`config.mk`:
```
export PLATFORM = sky130hd
export DESIGN_NAME = stbs_useq
export DESIGN_NICKNAME = d
export VERILOG_FILES = /design/src/rtl/stbs_pkg.sv /design/src/rtl/stbs_useq.sv
export SDC_FILE = /design/constraint.sdc
export NUM_CORES = 1
export LEC_CHECK = 0
export ABC_AREA = 1
export BUFFER_PORTS_ARGS = -buffer_cell sky130_fd_sc_hd__buf_2
export CAP_MARGIN = 20
export CELL_PAD_IN_SITES_DETAIL_PLACEMENT = 0
export CELL_PAD_IN_SITES_GLOBAL_PLACEMENT = 1
export CORE_MARGIN = 3
export CORE_UTILIZATION = 27
export DETAILED_ROUTE_END_ITERATION = 6
export PLACE_DENSITY_LB_ADDON = 0.1
export RECOVER_POWER = 100
export SLEW_MARGIN = 20
export SYNTH_ARGS = -nofsm -noshare
export SYNTH_HDL_FRONTEND = slang
export SYNTH_SLANG_ARGS = --single-unit
```
`constraint.sdc`:
```
create_clock -name clk_i -period 2.95 [get_ports clk_i]
set_clock_uncertainty 0.1 [all_clocks]
set_input_delay 0.885 -clock clk_i [delete_from_list [all_inputs] [get_ports clk_i]]
set_output_delay 0.885 -clock clk_i [all_outputs]
set_load 0.02 [all_outputs]
```
`src/rtl/stbs_pkg.sv`:
```
package stbs_pkg;

  // Table geometry
  localparam int TABLE_DEPTH = 128;
  localparam int AW          = $clog2(TABLE_DEPTH);
  localparam int CNT_W       = AW + 1;
  localparam int IDX_W       = 7;
  localparam int KEY_W       = 16;
  localparam int CFG_W       = 8;

  // Command codes on cmd_i
  localparam logic CMD_WRITE  = 1'b0;
  localparam logic CMD_LOOKUP = 1'b1;

  // One table row as stored in the RAM
  typedef struct packed {
    logic [KEY_W-1:0] key;
    logic [KEY_W-1:0] addr;
    logic [KEY_W-1:0] fmt;
  } row_t;

  localparam int ROW_W = $bits(row_t);

  // Microprogram steps
  typedef enum logic [3:0] {
    ST_IDLE,
    ST_START,
    ST_TSTHI,
    ST_TSTLO,
    ST_LOOP,
    ST_MID,
    ST_PAIR,
    ST_PAIRHI,
    ST_PAIRLO,
    ST_HIT,
    ST_MISS
  } step_e;

  // Condition tested by a step
  typedef enum logic [2:0] {
    CND_GO,
    CND_EMPTY,
    CND_ABOVE,
    CND_BELOW,
    CND_ADJ,
    CND_EQ,
    CND_OUT_FREE
  } cond_e;

  // RAM read address source
  typedef enum logic [1:0] {
    ADR_HI,
    ADR_LO,
    ADR_MID
  } adr_e;

  // Datapath action; CAP/EMIT fire on true, NARROW captures on true, else narrows
  typedef enum logic [2:0] {
    ACT_NONE,
    ACT_LATCH_MID,
    ACT_NARROW,
    ACT_CAP_MID,
    ACT_CAP_HI,
    ACT_CAP_LO,
    ACT_EMIT_HIT,
    ACT_EMIT_MISS
  } act_e;

  // One control word
  typedef struct packed {
    logic  in_rdy;
    logic  rd_en;
    adr_e  adr;
    cond_e cnd;
    act_e  act;
    step_e on_true;
    step_e on_false;
  } ctrl_t;

  // Status flags from the datapath to the sequencer
  typedef struct packed {
    logic go;
    logic empty;
    logic above;
    logic below;
    logic adj;
    logic eq;
    logic out_free;
  } flags_t;

  // Microcode ROM
  function automatic ctrl_t ucode(step_e s);
    ctrl_t w;
    w = '{1'b1, 1'b0, ADR_HI, CND_GO, ACT_NONE, ST_START, ST_IDLE};
    unique case (s)
      ST_IDLE:   w = '{1'b1, 1'b0, ADR_HI,  CND_GO,       ACT_NONE,      ST_START,  ST_IDLE};
      ST_START:  w = '{1'b0, 1'b1, ADR_HI,  CND_EMPTY,    ACT_NONE,      ST_MISS,   ST_TSTHI};
      ST_TSTHI:  w = '{1'b0, 1'b1, ADR_LO,  CND_ABOVE,    ACT_NONE,      ST_MISS,   ST_TSTLO};
      ST_TSTLO:  w = '{1'b0, 1'b0, ADR_LO,  CND_BELOW,    ACT_NONE,      ST_MISS,   ST_LOOP};
      ST_LOOP:   w = '{1'b0, 1'b1, ADR_MID, CND_ADJ,      ACT_LATCH_MID, ST_PAIR,   ST_MID};
      ST_MID:    w = '{1'b0, 1'b0, ADR_MID, CND_EQ,       ACT_NARROW,    ST_HIT,    ST_LOOP};
      ST_PAIR:   w = '{1'b0, 1'b1, ADR_HI,  CND_EQ,       ACT_NONE,      ST_PAIRHI, ST_PAIRHI};
      ST_PAIRHI: w = '{1'b0, 1'b1, ADR_LO,  CND_EQ,       ACT_CAP_HI,    ST_HIT,    ST_PAIRLO};
      ST_PAIRLO: w = '{1'b0, 1'b0, ADR_LO,  CND_EQ,       ACT_CAP_LO,    ST_HIT,    ST_MISS};
      ST_HIT:    w = '{1'b0, 1'b0, ADR_HI,  CND_OUT_FREE, ACT_EMIT_HIT,  ST_IDLE,   ST_HIT};
      ST_MISS:   w = '{1'b0, 1'b0, ADR_HI,  CND_OUT_FREE, ACT_EMIT_MISS, ST_IDLE,   ST_MISS};
      default:   w = '{1'b1, 1'b0, ADR_HI,  CND_GO,       ACT_NONE,      ST_START,  ST_IDLE};
    endcase
    return w;
  endfunction

endpackage

```
`src/rtl/stbs_useq.sv`:
```
// Microprogram sequencer: step counter, control ROM and branch selection
module stbs_useq import stbs_pkg::*; (
  input  logic   clk_i,
  input  logic   rst_ni,
  input  flags_t flags_i,
  output ctrl_t  ctrl_o,
  output logic   taken_o,
  output step_e  step_o
);

  step_e step_q, step_d;
  ctrl_t ctrl;
  logic  taken;

  assign ctrl = ucode(step_q);

  // Condition select
  always_comb begin
    unique case (ctrl.cnd)
      CND_GO:       taken = flags_i.go;
      CND_EMPTY:    taken = flags_i.empty;
      CND_ABOVE:    taken = flags_i.above;
      CND_BELOW:    taken = flags_i.below;
      CND_ADJ:      taken = flags_i.adj;
      CND_EQ:       taken = flags_i.eq;
      CND_OUT_FREE: taken = flags_i.out_free;
      default:      taken = 1'b0;
    endcase
  end

  // Next step
  always_comb begin
    step_d = taken ? ctrl.on_true : ctrl.on_false;
  end

  always_ff @(posedge clk_i or negedge rst_ni) begin
    if (!rst_ni) begin
      step_q <= ST_IDLE;
    end else begin
      step_q <= step_d;
    end
  end

  assign ctrl_o  = ctrl;
  assign taken_o = taken;
  assign step_o  = step_q;

endmodule

```
# Yosys cells after proc, flatten, opt, wreduce, memory -nomap -nowiden
# Memory sizes are Yosys's and may differ from the RTL's.
# Index checks and enable logic that the tools add are counted.
[word_totals]
out_inout_bits = 23
regBits = 4
inputBits = 9
mem_bits_ro = 288
n_memories = 1
[memory_table]
columns = ["name", "words", "width", "rd", "rd_ports_with_merged_regs", "wr", "line", "source"]
rows = [
  ["(no name shown)", 16, 18, 1, 0, 0, "stbs_pkg.sv:95", "unique case (s)"],
]
[classes]
n_eq_ne = 6
n_mux = 2
reduce_logical = 1
[ops]
columns = ["cell", "n"]
rows = [
  ["== test 3 bit, second input constant", 3],
  ["one-hot mux 1 bit (7 select lines)", 1],
  ["== test 3 x 2 -> 1 bit, second input constant", 2],
  ["two-way mux 4 bit", 1],
  ["== test 3 x 1 -> 1 bit, second input constant", 1],
  ["logical NOT 3 bit", 1],
]

# Depth between registers and ports, before layout
# Gate-level depths: netlist (run 1).
# An unclocked memory read counts as a cell.
[logic_depth]
depth_word = 4
mapped_depth = 10

# Worst setup path after synthesis (run 1)
# OpenSTA, ideal clock, no wires.
[synth_timing]
kind = "reg2out"
startpoint = "register step_q[0] (netlist: step_o[0])"
endpoint = "output port taken_o"
path_slack_ns = 0.197
stages_incl_launch_ff = 10
arrival_ns = 1.768
path_cell_list = "dfrtp_1 inv_1 ha_1 nand3_2 nand2_2 nand2_1 nand3_1 nand3_2 nand2_2 inv_1"
[synth_lines]
columns = ["item", "line", "source"]
rows = [
  ["start: declaration", "stbs_useq.sv:11", "step_e step_q, step_d;"],
  ["start signal: assignment", "stbs_useq.sv:40", "step_q <= step_d;"],
  ["end: declaration", "stbs_useq.sv:7", "output logic taken_o,"],
]

# Worst setup path in the final report (run 1)
[layout_timing]
startpoint = "register step_q[1] (netlist: step_o[1])"
endpoint = "output port taken_o"
[layout_between]
elab_chain_cells = 3
word_cells_on_any_way = 9
classes_between = "6 x eq/ne; 1 x mux; 1 x reduce/logical; 1 x memory"
[layout_lines]
columns = ["item", "line", "source"]
rows = [
  ["memory (16 x 18 bit) *", "-", ""],
  ["== test 3 bit (tied with other cells)", "stbs_useq.sv:19", "unique case (ctrl.cnd)"],
  ["one-hot mux 1 bit (7 select lines) *", "stbs_useq.sv:19", ""],
]
# Mark *: on every way between the ends. The rest lies on a longest branch, timed or not.

==> flow_summary.ini, run 1 <==
[synth]
syn_inst = 88
yosys_warnings = 0
synth.cell_area_um2 = 558
seq_area_frac_synth_pct = 17.9
synth-seq-cells = 4
synthesis.area_per_instance_um2 = 6.34
synthesized_netlist_net_count = 102
yosysUniqueCellTypes = 21

[setup_path]
cp_data_required_time_ns = 1.97
critPathSlowestCell = sky130_fd_sc_hd__dfrtp_2
timing.setup.critical_path_class = flip-flop to output pin
critical_path.max_stage_delay_ns = 0.41
cp_top_family = simple AND/OR/NAND/NOR gates
worst_setup_path_start_kind = flip-flop
worst-path-buf-inv = 3
timing.critical_path.fanout_max = 7
r2r-start = step_o[0]
regToRegSetupSlack_ns = 1.21
critical_path_cell_list = inv_1 > ha_4 > nand3_4 > nand2_2 > nand2_1 > nand3_1 > nand3_2 > nand2_2 > inv_1 > buf_2
regToRegEndpoint = step_o[1]
worst-endpoint-arrival_ns = 1.85
end_kind = output pin
worst-r2r-cell-count = 10

[timing]
final-setup-viol-count = 0
timing_worst_slew_pin_value_ns = 0.352
number_of_hold_slack_violations_in_the_final_timing_report = 0
maxClockFrequency_ghz = 0.353
finalHoldWorstSlack_ns = 0.367
setup_total_negative_slack_ns = 0
slew_violations = 0
timing.slew.headroom_pct = 76.5
finalCritPeriodShare_pct = 96.2
finalWorstPathRequiredPeriod_ns = 2.84

[global_routing]
groute.layer.met2.usage_pct = 24.6
globalRoute.totalOverflow = 0
grt.total_usage_pct = 13.6
grt_pass1_wl_mm = 2.74
grt_antenna_before_repair = 0
use_met1_pct = 15.4
grt_max_degree = 9
grt_use_met3_pct = 2.62
via_count_of_the_first_global_routing_pass = 646
busiest_layer = met2

[routing]
initialDrtViolationCount = 5
drt-pass1-iter-count = 4
detailroute.via_count = 698
drcViolationCount = 0
final_antenna_net_count = 0
finalWirelength_mm = 1.76
routed_wire_length_per_instance_um = 11.9
detail_route.vias_per_cell = 4.72

[floorplan]
placeable_core_region_um2 = 1840
die_x_um = 51.5
rows = 15
initial_core_util_pct = 30.3
design.die.area_um2 = 2650
top_level_ports = 32
die_h_um = 51.5

[run]
maxCapViolations = 0

[finish]
n_antenna_cell = 0
final_common_cell = sky130_fd_sc_hd__buf_2
fraction_of_final_layout_cells_sized_beyond_drive_strength_1_pct = 43.9
area_growth_syn_to_layout_pct = 43.9
fin_nets = 139
max_reg_flops = 4
postLayoutCoreUtil_pct = 43.7
most-common-layout-cells = 29 x sky130_fd_sc_hd__buf_2, 22 x sky130_fd_sc_hd__nand2_1, 14 x sky130_fd_sc_hd__inv_1

[outcome]
result_of_the_run = completed

[cts]
clk-insertion-delay-late_ns = 0.23
cts_inserted_buffers = 3
cts_clk_pin_slew_worst_paths_ns = 0.04
htree_levels = 1
cts_hold_buffers = 0
clock-root-buffer = sky130_fd_sc_hd__clkbuf_4
ctsLongestPathBuffers = 2
clock_sink_count = 4
tritoncts = yes

[placement]
buffer_ports.inserted = 31
place_congestion = 0.780
dp.final_hpwl_mm = 1.44

[worst_hold_path]
hold_path_class = primary input to asynchronous set/reset pin
synthesized netlist by cell type:
master	number	area share, %
sky130_fd_sc_hd__nor2_1	4	2.7
sky130_fd_sc_hd__nor3_1	1	0.90
sky130_fd_sc_hd__dfrtp_1	4	18
sky130_fd_sc_hd__nand3_2	3	5.4
sky130_fd_sc_hd__inv_2	1	0.67
sky130_fd_sc_hd__a21oi_1	3	2.7
sky130_fd_sc_hd__inv_1	15	10
sky130_fd_sc_hd__nand2_4	1	2.0
sky130_fd_sc_hd__buf_4	1	1.3
sky130_fd_sc_hd__nand4_1	1	1.1
sky130_fd_sc_hd__nand2_1	23	15
sky130_fd_sc_hd__o211ai_1	2	2.7
sky130_fd_sc_hd__ha_1	5	11
sky130_fd_sc_hd__nand3_1	10	9.0
sky130_fd_sc_hd__nor2_2	2	2.2
sky130_fd_sc_hd__o221ai_1	1	1.6
sky130_fd_sc_hd__o21ai_0	3	2.7
sky130_fd_sc_hd__nand3b_1	1	1.3
sky130_fd_sc_hd__o211ai_2	1	2.2
sky130_fd_sc_hd__nand2_2	5	5.6
sky130_fd_sc_hd__o22ai_1	1	1.1
through the flow:
step,std cells,instance area (µm²),worst slack [ns]
floorplan,88,558,0.197
global placement,143,737,0.199
detailed placement,143,737,0.156
CTS,147,769,0.0325
global route,148,803,-0.0175
finish,148,803,0.113
per-layer routing:
layer	wire, µm	up-vias
met1	736	307
met3	138	2
met4	10	0
met2	870	32
met5	0	-
li1	-	357
cell type report:
type                    count  area (µm²)
fillers                   211        1040
multi-input cells          67         419
repair buffers             33         168
flip-flops and latches      4         103
inverters                  16        60.1
well taps                  25        31.3
clock buffers               3        22.5
worst reg2reg max path, stage by stage, from the launching register on:
cell	delay, ns
sky130_fd_sc_hd__dfrtp_2	0.42
sky130_fd_sc_hd__inv_1	0.17
sky130_fd_sc_hd__ha_4	0.25
sky130_fd_sc_hd__nand3_4	0.11
sky130_fd_sc_hd__nand2_2	0.08
sky130_fd_sc_hd__nand2_1	0.06
sky130_fd_sc_hd__nand3_1	0.08
sky130_fd_sc_hd__nand3_2	0.12
sky130_fd_sc_hd__nand2_2	0.09
sky130_fd_sc_hd__nand2_1	0.06
sky130_fd_sc_hd__nand2_1	0.06
worst max path at each step:
stage	cells past startpoint	slack [ns]	startpoint	to
finish	10	0.11	step_o[1]	taken_o
global route	10	-0.02	step_o[1]	taken_o
CTS	10	0.03	step_o[1]	taken_o
detailed placement	10	0.16	step_o[0]	taken_o
global placement	10	0.20	step_o[0]	taken_o
floorplan	9	0.20	step_o[0]	taken_o
cells by family after synthesis:
family,after synthesis,synth area share (%)
AOI/OAI and AO/OA,11,13.0
and+or+nand+nor,51,45.7
DFF,4,17.9
buffers and inverters,17,12.1
adders and majority gates,5,11.2
timing repair:
| item | 4_1_cts | 5_1_grt |
|---|---|---|
| gates resized for setup | 2 | 6 |
| pin swaps | 0 | 2 |
| endpoints found under the setup margin | 1 | 1 |
| buffers inserted | 1 | 1 |
Power of run 1 is left out: the tool's default activity adds up to more than one toggle a clock period on the data nets, which glitch-free logic cannot reach.
==> inputs of run 2 (changes only) <==
--- a/config.mk
+++ b/config.mk
@@ -6,7 +6,7 @@
 export NUM_CORES = 1
 export LEC_CHECK = 0
 export ABC_AREA = 1
-export BUFFER_PORTS_ARGS = -buffer_cell sky130_fd_sc_hd__buf_2
+export BUFFER_PORTS_ARGS = -buffer_cell sky130_fd_sc_hd__buf_4
 export CAP_MARGIN = 20
 export CELL_PAD_IN_SITES_DETAIL_PLACEMENT = 0
 export CELL_PAD_IN_SITES_GLOBAL_PLACEMENT = 1
@@ -15,6 +15,7 @@
 export DETAILED_ROUTE_END_ITERATION = 6
 export PLACE_DENSITY_LB_ADDON = 0.1
 export RECOVER_POWER = 100
+export SKIP_LAST_GASP = 1
 export SLEW_MARGIN = 20
 export SYNTH_ARGS = -nofsm -noshare
 export SYNTH_HDL_FRONTEND = slang
==> run 2 against run 1 <==
Effect of this change: critical path depth is 1 lower; count of clock-buffer cells in the layout stayed put; worst hold slack gained 0.0013 ns; highest routed layer is now met3.
==> flow_summary.ini, run 2 (same netlist as run 1, synthesis figures left out) <==
[routing]
final_antenna_net_count = 0
detail_route.vias_per_cell = 4.61
detailroute.via_count = 692
drt-pass1-iter-count = 4
initialDrtViolationCount = 7
finalWirelength_mm = 1.84
routed_wire_length_per_instance_um = 12.3
drcViolationCount = 0

[global_routing]
grt_antenna_before_repair = 0
grt_max_degree = 9
grt_pass1_wl_mm = 2.87
via_count_of_the_first_global_routing_pass = 679
globalRoute.totalOverflow = 0
grt.total_usage_pct = 14.6

[setup_path]
worst_setup_path_start_kind = flip-flop
cp_top_family = simple AND/OR/NAND/NOR gates
end_kind = output pin
timing.setup.critical_path_class = flip-flop to output pin
critPathSlowestCell = sky130_fd_sc_hd__dfrtp_1
regToRegSetupSlack_ns = 1.14
cp.depth = 9
worst-path-buf-inv = 2
critical_path.max_stage_delay_ns = 0.50
worst-r2r-cell-count = 10
worst-endpoint-arrival_ns = 1.82
cp_data_required_time_ns = 1.97
timing.critical_path.fanout_max = 7
worst_path_most_repeated_cell = sky130_fd_sc_hd__nand2_2
regToRegEndpoint = step_o[0]
critical_path_cell_list = nor2_2 > nand2_2 > nand2_4 > nand2_1 > nand3_1 > nand3_2 > nand2_2 > inv_1 > buf_4
r2r-start = step_o[3]
crit_end = taken_o
startpoint = step_o[3]

[cts]
clk-insertion-delay-late_ns = 0.23
tritoncts = yes
cts_clk_pin_slew_worst_paths_ns = 0.04
clock-root-buffer = sky130_fd_sc_hd__clkbuf_4
clock_sink_count = 4
cts_inserted_buffers = 3
cts_hold_buffers = 0
htree_levels = 1
ctsLongestPathBuffers = 2

[finish]
total_of_fill_cells_in_the_finished_design = 205
final_common_cell = sky130_fd_sc_hd__buf_4
n_antenna_cell = 0
max_reg_flops = 4
fraction_of_final_layout_cells_sized_beyond_drive_strength_1_pct = 44.0
fin_nets = 141
most-common-layout-cells = 31 x sky130_fd_sc_hd__buf_4, 22 x sky130_fd_sc_hd__nand2_1, 13 x sky130_fd_sc_hd__inv_1
postLayoutCoreUtil_pct = 48.3
area_growth_syn_to_layout_pct = 59.2

[floorplan]
top_level_ports = 32
initial_core_util_pct = 30.3
rows = 15
die_x_um = 51.5
die_h_um = 51.5
placeable_core_region_um2 = 1840
design.die.area_um2 = 2650

[timing]
final-setup-viol-count = 0
timing_worst_slew_pin_value_ns = 0.374
number_of_hold_slack_violations_in_the_final_timing_report = 0
finalWorstPathRequiredPeriod_ns = 2.80
timing.slew.headroom_pct = 75.1
maxClockFrequency_ghz = 0.357
slew_violations = 0
finalCritPeriodShare_pct = 95.0

[placement]
dp.final_hpwl_mm = 1.47
place_congestion = 0.763
buffer_ports.inserted = 31

[run]
maxCapViolations = 0

[outcome]
result_of_the_run = completed

[worst_hold_path]
hold_path_class = primary input to asynchronous set/reset pin
==> run 2: worst min-delay path by stage <==
stage / from / end / cells after the start
after global routing: rst_ni / step_o[2] / 1
final: rst_ni / step_o[2] / 1
after global placement: rst_ni / step_o[2] / 1
after detailed placement: rst_ni / step_o[3] / 1
after CTS: rst_ni / step_o[2] / 1
after floorplan: rst_ni / step_o[0] / 0
==> run 2: metrics by stage <==
step | setup TNS (ns) | instance area (µm²) | hold WS, ns | setup slack (ns) | instances
floorplan | 0 | 558 | 0.489 | 0.197 | 88
global placement | 0 | 815 | 0.582 | 0.205 | 143
detailed placement | 0 | 815 | 0.583 | 0.161 | 143
CTS | 0 | 847 | 0.329 | 0.0240 | 147
global route | -0.0126 | 888 | 0.383 | -0.0126 | 150
finish | 0 | 888 | 0.368 | 0.147 | 150
==> run 2: metal layers <==
layer / GRT usage, % / part of all wire [%]
met2: 25.8 / 51
met5: 0 / 0
met4: 5.24 / 0
met3: 3.21 / 6.6
met1: 16.9 / 43
==> run 2: cell type report <==
type | instances | area (µm²) | area share, %
tap | 25 | 31.3 | 3.52
sequential | 4 | 103 | 11.5
multi-input combinational | 67 | 424 | 47.7
timing repair buffer | 35 | 248 | 27.9
inverter | 16 | 60.1 | 6.76
clock buffer | 3 | 22.5 | 2.54
==> run 2: worst register-to-register path: stages, from the launching register on <==
cell,delay [ns]
sky130_fd_sc_hd__dfrtp_1,0.56
sky130_fd_sc_hd__inv_2,0.13
sky130_fd_sc_hd__nand2_2,0.19
sky130_fd_sc_hd__nand2_4,0.09
sky130_fd_sc_hd__inv_1,0.08
sky130_fd_sc_hd__nand3_1,0.09
sky130_fd_sc_hd__nand3_2,0.12
sky130_fd_sc_hd__nand2_2,0.08
sky130_fd_sc_hd__buf_4,0.14
sky130_fd_sc_hd__nand2_1,0.05
sky130_fd_sc_hd__nand2_1,0.05
==> run 2: repair_timing <==
action | 4_1_cts | 5_1_grt
setup endpoints to repair | 1 | 1
pin swaps | 0 | 3
cloned | 0 | 0
setup buffers | 1 | 3
resized for setup | 2 | 9
Power of run 2 is left out for the same reason.
